===== src/lir_pkg.sv =====
`default_nettype none
package lir_pkg;

    localparam int MAX_CHANNELS = 8;
    localparam int FRAC_BITS    = 16;
    localparam int SAMPLE_W     = 32;
    localparam int CH_W         = 3;
    localparam int CNT_W        = 4;
    localparam int STEP_W       = 20;
    localparam int POS_W        = FRAC_BITS + 5;
    localparam int PROD_W       = SAMPLE_W + FRAC_BITS + 2;
    localparam int CFG_IDX_W    = 8;
    localparam int CFG_DATA_W   = 32;
    localparam int BITS_PER_BYTE = 8;

    localparam logic [POS_W-1:0]  POS_ONE  = POS_W'(1) << FRAC_BITS;
    localparam logic [STEP_W-1:0] MIN_STEP = STEP_W'(1) << (FRAC_BITS - 3);

    localparam logic [CNT_W-1:0]  RST_CHANNEL_COUNT = CNT_W'(2);
    localparam logic [1:0]        RST_WIDTH_MODE    = 2'd1;
    localparam logic [STEP_W-1:0] RST_SPEED_STEP    = STEP_W'(65536);

    typedef enum logic [CFG_IDX_W-1:0] {
        CFG_CHANNEL_COUNT     = CFG_IDX_W'(0),
        CFG_SAMPLE_WIDTH_MODE = CFG_IDX_W'(1),
        CFG_SPEED_STEP        = CFG_IDX_W'(2)
    } t_cfg_idx;

    typedef struct packed {
        logic [CNT_W-1:0]    n;
        logic [SAMPLE_W-1:0] mask;
        logic [STEP_W-1:0]   step;
    } t_cfg;

    typedef enum logic [1:0] {
        S_IDLE,
        S_CHECK,
        S_MUL,
        S_OUT
    } t_state;

    typedef struct packed {
        logic store;
        logic retire;
        logic mul;
        logic emit;
    } t_cmd;

    typedef struct packed {
        logic start_emit;
        logic pos_ge_one;
        logic out_free;
        logic run_last;
    } t_status;

    function automatic logic [CNT_W-1:0] active_channels(input logic [CNT_W-1:0] cnt);
        logic [CNT_W-1:0] n;
        n = cnt;
        if (n == '0) begin
            n = CNT_W'(1);
        end
        if (n > CNT_W'(MAX_CHANNELS)) begin
            n = CNT_W'(MAX_CHANNELS);
        end
        return n;
    endfunction

    function automatic logic [SAMPLE_W-1:0] width_mask(input logic [1:0] mode);
        logic [4:0] sh;
        sh = 5'(BITS_PER_BYTE) * {3'b000, 2'd3 - mode};
        return {SAMPLE_W{1'b1}} >> sh;
    endfunction

    function automatic logic [STEP_W-1:0] clamp_step(input logic [STEP_W-1:0] step);
        return (step < MIN_STEP) ? MIN_STEP : step;
    endfunction

endpackage
`default_nettype wire


===== src/lir_in_if.sv =====
`default_nettype none
interface lir_in_if;
    import lir_pkg::*;
    logic                valid;
    logic                ready;
    logic [SAMPLE_W-1:0] in_sample;
    logic                buffer_start;

    modport source(output valid, output in_sample, output buffer_start, input ready);
    modport sink(input valid, input in_sample, input buffer_start, output ready);
endinterface
`default_nettype wire


===== src/lir_out_if.sv =====
`default_nettype none
interface lir_out_if;
    import lir_pkg::*;
    logic                valid;
    logic                ready;
    logic [SAMPLE_W-1:0] out_sample;
    logic [CH_W-1:0]     out_channel;
    logic                last_of_run;

    modport source(output valid, output out_sample, output out_channel, output last_of_run,
                   input ready);
    modport sink(input valid, input out_sample, input out_channel, input last_of_run,
                 output ready);
endinterface
`default_nettype wire


===== src/lir_cfg_if.sv =====
`default_nettype none
interface lir_cfg_if;
    import lir_pkg::*;
    logic                  valid;
    logic                  ready;
    logic [CFG_IDX_W-1:0]  index;
    logic [CFG_DATA_W-1:0] data;

    modport source(output valid, output index, output data, input ready);
    modport sink(input valid, input index, input data, output ready);
endinterface
`default_nettype wire


===== src/linear_interp_resampler.sv =====
// Linear interpolation resampler.
// i_in   : sample requests, one channel word at a time, frames interleaved;
//          buffer_start restarts position, history and the channel counter.
// o_out  : interpolated samples with channel index; last_of_run marks the
//          final request caused by one input request.
// i_cfg  : register writes (index, data), ready out of reset; write only when idle.
// Flow   : an input request that does not complete a frame is stored from idle.
//          A completing request with history enters a check state, which
//          skips the frame if the position is past it; else each output
//          sample takes a multiply state and an output register load state,
//          up to 64 outputs per frame, on the single shared multiplier.
//          i_in is not ready while outputs are being produced.
// Stall  : while o_out is stalled the output register holds its request and
//          the next interpolation waits; nothing is lost.
// Reset  : synchronous, active low; registers return to 2 channels, 16-bit
//          samples, unity speed; history and position are cleared.
`default_nettype none
module linear_interp_resampler (
    input  wire logic i_clk,
    input  wire logic i_rst_n,
    lir_cfg_if.sink   i_cfg,
    lir_in_if.sink    i_in,
    lir_out_if.source o_out
);
    import lir_pkg::*;

    logic [CNT_W-1:0]  r_channel_count;
    logic [1:0]        r_sample_width_mode;
    logic [STEP_W-1:0] r_speed_step;

    t_cfg    cfg;
    t_cmd    cmd;
    t_status status;
    logic    in_ready;

    assign i_cfg.ready = i_rst_n;

    always_ff @(posedge i_clk) begin
        if (!i_rst_n) begin
            r_channel_count     <= RST_CHANNEL_COUNT;
            r_sample_width_mode <= RST_WIDTH_MODE;
            r_speed_step        <= RST_SPEED_STEP;
        end else if (i_cfg.valid) begin
            unique case (t_cfg_idx'(i_cfg.index))
                CFG_CHANNEL_COUNT:     r_channel_count     <= i_cfg.data[CNT_W-1:0];
                CFG_SAMPLE_WIDTH_MODE: r_sample_width_mode <= i_cfg.data[1:0];
                CFG_SPEED_STEP:        r_speed_step        <= i_cfg.data[STEP_W-1:0];
                default: begin
                end
            endcase
        end
    end

    assign cfg.n    = active_channels(r_channel_count);
    assign cfg.mask = width_mask(r_sample_width_mode);
    assign cfg.step = clamp_step(r_speed_step);

    assign i_in.ready = in_ready;

    lir_ctrl u_ctrl (
        .i_clk      (i_clk),
        .i_rst_n    (i_rst_n),
        .i_in_valid (i_in.valid),
        .o_in_ready (in_ready),
        .i_status   (status),
        .o_cmd      (cmd)
    );

    lir_dp u_dp (
        .i_clk          (i_clk),
        .i_rst_n        (i_rst_n),
        .i_cfg          (cfg),
        .i_cmd          (cmd),
        .o_status       (status),
        .i_sample       (i_in.in_sample),
        .i_buffer_start (i_in.buffer_start),
        .o_out_valid    (o_out.valid),
        .i_out_ready    (o_out.ready),
        .o_out_sample   (o_out.out_sample),
        .o_out_channel  (o_out.out_channel),
        .o_out_last     (o_out.last_of_run)
    );

endmodule
`default_nettype wire


===== src/lir_ctrl.sv =====
`default_nettype none
module lir_ctrl (
    input  wire logic             i_clk,
    input  wire logic             i_rst_n,
    input  wire logic             i_in_valid,
    output logic                  o_in_ready,
    input  wire lir_pkg::t_status i_status,
    output lir_pkg::t_cmd         o_cmd
);
    import lir_pkg::*;

    t_state r_state;
    t_state n_state;

    always_ff @(posedge i_clk) begin
        if (!i_rst_n) begin
            r_state <= S_IDLE;
        end else begin
            r_state <= n_state;
        end
    end

    always_comb begin
        n_state    = r_state;
        o_cmd      = '0;
        o_in_ready = 1'b0;
        unique case (r_state)
            S_IDLE: begin
                o_in_ready = i_rst_n;
                if (i_in_valid) begin
                    o_cmd.store = 1'b1;
                    if (i_status.start_emit) begin
                        n_state = S_CHECK;
                    end
                end
            end
            S_CHECK: begin
                if (i_status.pos_ge_one) begin
                    o_cmd.retire = 1'b1;
                    n_state      = S_IDLE;
                end else begin
                    n_state = S_MUL;
                end
            end
            S_MUL: begin
                o_cmd.mul = 1'b1;
                n_state   = S_OUT;
            end
            S_OUT: begin
                if (i_status.out_free) begin
                    o_cmd.emit = 1'b1;
                    n_state    = i_status.run_last ? S_IDLE : S_MUL;
                end
            end
            default: begin
                n_state = S_IDLE;
            end
        endcase
    end

endmodule
`default_nettype wire


===== src/lir_dp.sv =====
`default_nettype none
module lir_dp (
    input  wire logic                   i_clk,
    input  wire logic                   i_rst_n,
    input  wire lir_pkg::t_cfg          i_cfg,
    input  wire lir_pkg::t_cmd          i_cmd,
    output lir_pkg::t_status            o_status,
    input  wire logic [31:0]            i_sample,
    input  wire logic                   i_buffer_start,
    output logic                        o_out_valid,
    input  wire logic                   i_out_ready,
    output logic [31:0]                 o_out_sample,
    output logic [2:0]                  o_out_channel,
    output logic                        o_out_last
);
    import lir_pkg::*;

    logic [SAMPLE_W-1:0] r_older [MAX_CHANNELS];
    logic [SAMPLE_W-1:0] r_newer [MAX_CHANNELS];
    logic [SAMPLE_W-1:0] n_newer [MAX_CHANNELS];
    logic [CH_W-1:0]     r_cnt;
    logic [CH_W-1:0]     r_ch;
    logic                r_have;
    logic [POS_W-1:0]    r_pos;

    logic signed [PROD_W-1:0] r_prod;
    logic [SAMPLE_W-1:0]      r_a;
    logic                     r_last;

    logic                r_out_valid;
    logic [SAMPLE_W-1:0] r_out_sample;
    logic [CH_W-1:0]     r_out_channel;
    logic                r_out_last;

    logic [SAMPLE_W-1:0]      sample_m;
    logic [CH_W-1:0]          cnt_eff;
    logic                     have_eff;
    logic                     frame_done;
    logic                     ch_last;
    logic [POS_W-1:0]         pos_next;
    logic signed [SAMPLE_W:0] diff;
    logic signed [FRAC_BITS:0] frac;
    logic [SAMPLE_W-1:0]      lerp_val;

    always_comb begin
        sample_m   = i_sample & i_cfg.mask;
        cnt_eff    = i_buffer_start ? '0 : r_cnt;
        have_eff   = r_have & ~i_buffer_start;
        frame_done = (CNT_W'(cnt_eff) + CNT_W'(1)) >= i_cfg.n;
        for (int i = 0; i < MAX_CHANNELS; i++) begin
            n_newer[i] = i_buffer_start ? '0 : r_newer[i];
            if (CH_W'(i) == cnt_eff) begin
                n_newer[i] = sample_m;
            end
        end
        ch_last  = (CNT_W'(r_ch) + CNT_W'(1)) >= i_cfg.n;
        pos_next = r_pos + POS_W'(i_cfg.step);
        diff     = $signed({1'b0, r_newer[r_ch]}) - $signed({1'b0, r_older[r_ch]});
        frac     = $signed({1'b0, r_pos[FRAC_BITS-1:0]});
        lerp_val = (r_a + r_prod[FRAC_BITS +: SAMPLE_W]) & i_cfg.mask;
    end

    assign o_status.start_emit = frame_done & have_eff;
    assign o_status.pos_ge_one = r_pos >= POS_ONE;
    assign o_status.out_free   = ~r_out_valid | i_out_ready;
    assign o_status.run_last   = r_last;

    always_ff @(posedge i_clk) begin
        if (!i_rst_n) begin
            for (int i = 0; i < MAX_CHANNELS; i++) begin
                r_older[i] <= '0;
                r_newer[i] <= '0;
            end
            r_cnt       <= '0;
            r_ch        <= '0;
            r_have      <= 1'b0;
            r_pos       <= '0;
            r_out_valid <= 1'b0;
        end else begin
            if (i_cmd.store) begin
                r_newer <= n_newer;
                r_ch    <= '0;
                r_cnt   <= frame_done ? '0 : cnt_eff + CH_W'(1);
                if (frame_done && !have_eff) begin
                    r_older <= n_newer;
                    r_have  <= 1'b1;
                end else if (i_buffer_start) begin
                    for (int i = 0; i < MAX_CHANNELS; i++) begin
                        r_older[i] <= '0;
                    end
                    r_have <= 1'b0;
                end
                if (i_buffer_start) begin
                    r_pos <= '0;
                end
            end
            if (i_cmd.retire) begin
                r_pos   <= r_pos - POS_ONE;
                r_older <= r_newer;
                r_have  <= 1'b1;
            end
            if (i_cmd.emit) begin
                if (ch_last) begin
                    r_ch <= '0;
                    if (r_last) begin
                        r_pos   <= pos_next - POS_ONE;
                        r_older <= r_newer;
                        r_have  <= 1'b1;
                    end else begin
                        r_pos <= pos_next;
                    end
                end else begin
                    r_ch <= r_ch + CH_W'(1);
                end
            end
            if (i_cmd.emit) begin
                r_out_valid <= 1'b1;
            end else if (i_out_ready) begin
                r_out_valid <= 1'b0;
            end
        end
    end

    always_ff @(posedge i_clk) begin
        if (i_cmd.mul) begin
            r_prod <= PROD_W'(diff) * PROD_W'(frac);
            r_a    <= r_older[r_ch];
            r_last <= ch_last && (pos_next >= POS_ONE);
        end
        if (i_cmd.emit) begin
            r_out_sample  <= lerp_val;
            r_out_channel <= r_ch;
            r_out_last    <= r_last;
        end
    end

    assign o_out_valid   = r_out_valid;
    assign o_out_sample  = r_out_sample;
    assign o_out_channel = r_out_channel;
    assign o_out_last    = r_out_last;

`ifndef ASSERT_OFF
    a_mul_in_range: assert property (@(posedge i_clk) disable iff (!i_rst_n)
        i_cmd.mul |-> (r_pos < POS_ONE))
        else $error("interpolation started with position beyond one frame");

    a_pos_needs_history: assert property (@(posedge i_clk) disable iff (!i_rst_n)
        !r_have |-> (r_pos == '0))
        else $error("read position moved without a previous frame");

    a_run_end: assert property (@(posedge i_clk) disable iff (!i_rst_n)
        (i_cmd.emit && r_last) |=> (r_have && (r_ch == '0) && r_out_valid && r_out_last))
        else $error("run did not close cleanly after its last request");
`endif

endmodule
`default_nettype wire


===== src/flat_wrapper.sv =====
// flat-port wrapper written by rule: the top's interface ports become plain ports
module linear_interp_resampler_flat import lir_pkg::*;
  (i_clk, i_rst_n, i_cfg_valid, i_cfg_index, i_cfg_data, i_cfg_ready, i_in_valid, i_in_in_sample, i_in_buffer_start, i_in_ready, o_out_valid, o_out_out_sample, o_out_out_channel, o_out_last_of_run, o_out_ready);
  lir_cfg_if i_cfg_i ();
  lir_in_if i_in_i ();
  lir_out_if o_out_i ();
  input  wire logic i_clk;
  input  wire logic i_rst_n;
  input wire logic [$bits(i_cfg_i.valid)-1:0] i_cfg_valid;
  input wire logic [$bits(i_cfg_i.index)-1:0] i_cfg_index;
  input wire logic [$bits(i_cfg_i.data)-1:0] i_cfg_data;
  output wire logic [$bits(i_cfg_i.ready)-1:0] i_cfg_ready;
  input wire logic [$bits(i_in_i.valid)-1:0] i_in_valid;
  input wire logic [$bits(i_in_i.in_sample)-1:0] i_in_in_sample;
  input wire logic [$bits(i_in_i.buffer_start)-1:0] i_in_buffer_start;
  output wire logic [$bits(i_in_i.ready)-1:0] i_in_ready;
  output wire logic [$bits(o_out_i.valid)-1:0] o_out_valid;
  output wire logic [$bits(o_out_i.out_sample)-1:0] o_out_out_sample;
  output wire logic [$bits(o_out_i.out_channel)-1:0] o_out_out_channel;
  output wire logic [$bits(o_out_i.last_of_run)-1:0] o_out_last_of_run;
  input wire logic [$bits(o_out_i.ready)-1:0] o_out_ready;
  assign i_cfg_i.valid = i_cfg_valid;
  assign i_cfg_i.index = i_cfg_index;
  assign i_cfg_i.data = i_cfg_data;
  assign i_cfg_ready = i_cfg_i.ready;
  assign i_in_i.valid = i_in_valid;
  assign i_in_i.in_sample = i_in_in_sample;
  assign i_in_i.buffer_start = i_in_buffer_start;
  assign i_in_ready = i_in_i.ready;
  assign o_out_valid = o_out_i.valid;
  assign o_out_out_sample = o_out_i.out_sample;
  assign o_out_out_channel = o_out_i.out_channel;
  assign o_out_last_of_run = o_out_i.last_of_run;
  assign o_out_i.ready = o_out_ready;
  linear_interp_resampler u_core (.i_clk(i_clk), .i_rst_n(i_rst_n), .i_cfg(i_cfg_i), .i_in(i_in_i), .o_out(o_out_i));
endmodule

===== config.mk =====
export PLATFORM = sky130hd
export DESIGN_NAME = linear_interp_resampler_flat
export DESIGN_NICKNAME = d
export VERILOG_FILES = /design/src/lir_pkg.sv /design/src/lir_in_if.sv /design/src/lir_out_if.sv /design/src/lir_cfg_if.sv /design/src/linear_interp_resampler.sv /design/src/lir_ctrl.sv /design/src/lir_dp.sv /design/src/flat_wrapper.sv
export SDC_FILE = /design/constraint.sdc
export NUM_CORES = 2
export LEC_CHECK = 0
export ABC_CLOCK_PERIOD_IN_PS = 13660
export BUFFER_PORTS_ARGS = -buffer_cell sky130_fd_sc_hd__clkbuf_2
export CORE_ASPECT_RATIO = 1.5
export CORE_MARGIN = 2
export CORE_UTILIZATION = 25
export DETAILED_ROUTE_END_ITERATION = 6
export PLACE_DENSITY_LB_ADDON = 0.15
export SYNTH_ARGS = -nofsm -noshare
export SYNTH_HDL_FRONTEND = slang
export SYNTH_SLANG_ARGS = --single-unit
export TNS_END_PERCENT = 5

===== constraint.sdc =====
create_clock -name i_clk -period 13.66 [get_ports i_clk]
set_clock_uncertainty 0.2 [all_clocks]
set_input_delay 2.732 -clock i_clk [delete_from_list [all_inputs] [get_ports i_clk]]
set_output_delay 2.732 -clock i_clk [all_outputs]
set_load 0.01 [all_outputs]

==> flow_summary.ini <==
[synthesis]
syn_nets = 6897
ys_seq_area_share_pct = 26.6
synthFlopType = dfxtp_1
synth_top_area_share_pct = 21.0
ys_async_sr_fraction_pct = 0
ys_types = 81
synthTopCellsByCount = 707 x nor2_1, 643 x inv_1, 569 x dfxtp_1, 492 x fa_1, 417 x clkbuf_1
synthCells = 6113
netlist.top_cell.by_area = dfxtp_1
synth_area_leaders = dfxtp_1 21%, fa_1 18%, edfxtp_1 5.6%
ys_warn_count = 0
syn_area_mm2 = 0.0543
yosysMostFrequentCell = nor2_1
avgSynthCellArea_um2 = 8.87
ys_ff_latch = 670
synth-edff-count = 101

[routing]
firstDrtPassIters = 7
post-route-drc-count = 10
vias_per_cell = 5.11
drtAntennaViolNets = 0
drt_iter0_drc = 2794
via_count = 45100
wl_um = 209000
drt-wirelength-per-cell_um = 23.6

[timing]
period_needed_ps = 11710
tightestPinTransition_ps = 1410
slew_violations = 0
fin_crit_sh_pct = 85.7
tns_ps = 0
maxSlewHeadroom_pct = 5.50
fin_ws_ps = 1950
rsz0062_at_grt = no
hold_violations = 0
worst_hold_slack_ps = 253
setup_viol = 0
fmax_mhz = 85.4

[worst_setup_path]
cp_slowest_cell = dfxtp_4
start_kind = flop
crit_path_end_kind = flop
cp_max_fo = 39
critical_path_class = flop to flop
required_ps = 13850
crit_top_cell = fa_1
rrSetupSlack_ps = 1950
slowest_delay_ps = 920
r2r_end = u_core.u_dp.r_prod[45]
reg2reg_from = u_core.u_dp.r_ch[0]
crit_arrival_ps = 11910
r2r_cells = 34

[placement]
post_dp_cell_area_mm2 = 0.0576
io_buffers = 104
dp_hpwl_um = 134000
post-place-ws_ps = 1950
gp_congestion = 0.783

[die]
coreArea_mm2 = 0.216
fp.dieW_um = 384
die_h_um = 575
num_rows = 209
initial_core_util_pct = 25.1
dieArea_mm2 = 0.221
pin_count = 117

[final_layout]
syn2layout_area_growth_pct = 11.0
drive_gt1_share_pct = 9.28
fillers = 23300
nNetsFinal = 6693
fin_area_mm2 = 0.0602

[cts]
h-tree-depth = 3
path_clk_slew_ps = 60
post_cts_buffers = 0
cts_tree = yes
clk_latency_ps = 700
root_buffer = clkbuf_16
cts_resized = 0
cts-hold-fix-buffers = 0
cts_made_buffers = 78
clock_sinks = 670
clock_path_buffers = 3

[hold_path]
hold_class = flop to flop
hold_path_end = u_core.r_speed_step[7]
hold_depth = 2
hold_start = u_core.r_speed_step[7]

[run_status]
status = complete, but fails checks
violations = design-rule violations

[pwr]
power.leakage_nw = 24.8
totalPowerFinal_mw = 5.07
powerDensity_mw_per_mm2 = 84.3
ir_drop_v = 0.0000849

[global_routing]
grt_usage_pct = 18.7
grt_pass1_wl_um = 311000
antenna_found_initial = 14
grt_max_degree = 176
grt_pass1_vias = 46700
grt_overflow_total = 0

[flow_run]
cap_violations = 0
report_power, final:
part,leakage (nW),switching [mW],internal (mW)
Combinational,18.0,0.661,0.177
Sequential,5.55,0.00988,2.01
Clock,1.27,0.963,1.26
Total,24.8,1.63,3.44
flip-flops by register name, indices dropped and copies added (netlist names), 2 cells and up:
register and count:
u_core.r_speed_step 20, u_core.u_dp.r_older 256, u_core.r_sample_width_mode 2, u_core.u_ctrl.r_state 2, u_core.u_dp.r_newer 256, u_core.u_dp.r_pos 21, u_core.u_dp.r_a 32, u_core.u_dp.r_cnt 3
u_core.u_dp.r_ch 3, u_core.r_channel_count 4, u_core.u_dp.o_out_sample 32, u_core.u_dp.o_out_channel 3, u_core.u_dp.r_prod 32
stage by stage:
stage	util, %	instances
after CTS	27.9	8816
final	27.9	8821
after global placement	26.7	8677
after floorplan	-	6113
after global routing	27.9	8818
after detailed placement	26.7	8677
critical path, delay by kind of cell (launching register included):
family                     cells  cell delay [ps]
adders and majority gates      8             3810
AOI/OAI and AO/OA             11             3000
muxes                          2             1390
and+or+nand+nor                6             1340
DFF                            1              920
buffers and inverters          5              440
xor gates and xnor gates       2              250
logic make-up after synthesis:
family | synth area share (%)
AND/OR/NAND/NOR | 16.1
AO/OA/AOI/OAI | 17.7
buffers and inverters | 8.05
adder cells (fa/ha/maj) | 23.1
flip-flops | 26.6
multiplexers | 6.72
XOR/XNOR | 1.74
cell type report:
cell class	count	area, um2	share of cell area, %
Clock buffer	122	2330	3.87
Antenna cell	5	12.5	0.0208
Clock inverter	17	265	0.441
Sequential cell	670	14400	24.0
Timing Repair Buffer	215	1460	2.42
Inverter	646	2440	4.05
Tap cell	2848	3560	5.92
Multi-Input combinational cell	4298	35700	59.3
worst max path at each step:
stage	endpoint	slack [ps]	startpoint
after global routing	u_core.u_dp.r_prod[45]	1320	u_core.u_dp.r_ch[0]
after detailed placement	u_core.u_dp.r_prod[45]	1950	u_core.u_dp.r_ch[0]
after global placement	u_core.u_dp.r_prod[45]	1940	u_core.u_dp.r_ch[0]
final	u_core.u_dp.r_prod[45]	1950	u_core.u_dp.r_ch[0]
after floorplan	u_core.u_dp.r_prod[47]	3530	u_core.u_dp.r_ch[0]
after CTS	u_core.u_dp.r_prod[45]	1910	u_core.u_dp.r_ch[0]
layer usage:
metal  up-vias  part of all wire, %  global-route usage [%]
li1      20500                    -                       -
met1     23100                   41                    22.5
met2      1094                   52                    34.1
met3       324                  4.0                    2.02
met4         8                  3.5                    6.65
met5         -                0.025                       0
cells in the final DEF (no fill, tap or decap), types with 8 or more instances in the layout:
cell type | netlist | final
inv_1 | 643 | 642
a21boi_0 | 9 | 8
nand3_1 | 189 | 189
nor3_1 | 31 | 31
fa_1 | 492 | 492
o21ai_4 | 0 | 8
clkbuf_1 | 417 | 25
nand4_1 | 9 | 9
a21o_1 | 53 | 53
o21a_1 | 24 | 24
ha_1 | 214 | 212
buf_12 | 0 | 8
o211ai_1 | 13 | 13
buf_4 | 3 | 104
nor3b_1 | 72 | 72
xnor2_1 | 70 | 69
a21oi_1 | 251 | 248
nand2b_1 | 37 | 36
a31oi_1 | 69 | 69
nor2_1 | 707 | 706
edfxtp_1 | 101 | 101
a211oi_1 | 276 | 276
nor2b_1 | 52 | 48
mux4_2 | 128 | 128
o21ai_0 | 199 | 199
mux2i_1 | 40 | 40
a22oi_1 | 396 | 396
xor2_1 | 38 | 37
dfxtp_1 | 569 | 562
mux2_2 | 32 | 32
and3_1 | 78 | 78
nand2_1 | 403 | 396
and2_1 | 244 | 243
a2bb2oi_1 | 49 | 49
clkbuf_16 | 0 | 81
clkbuf_2 | 0 | 104
clkbuf_8 | 0 | 15
Power figures use the tool's default switching activity.
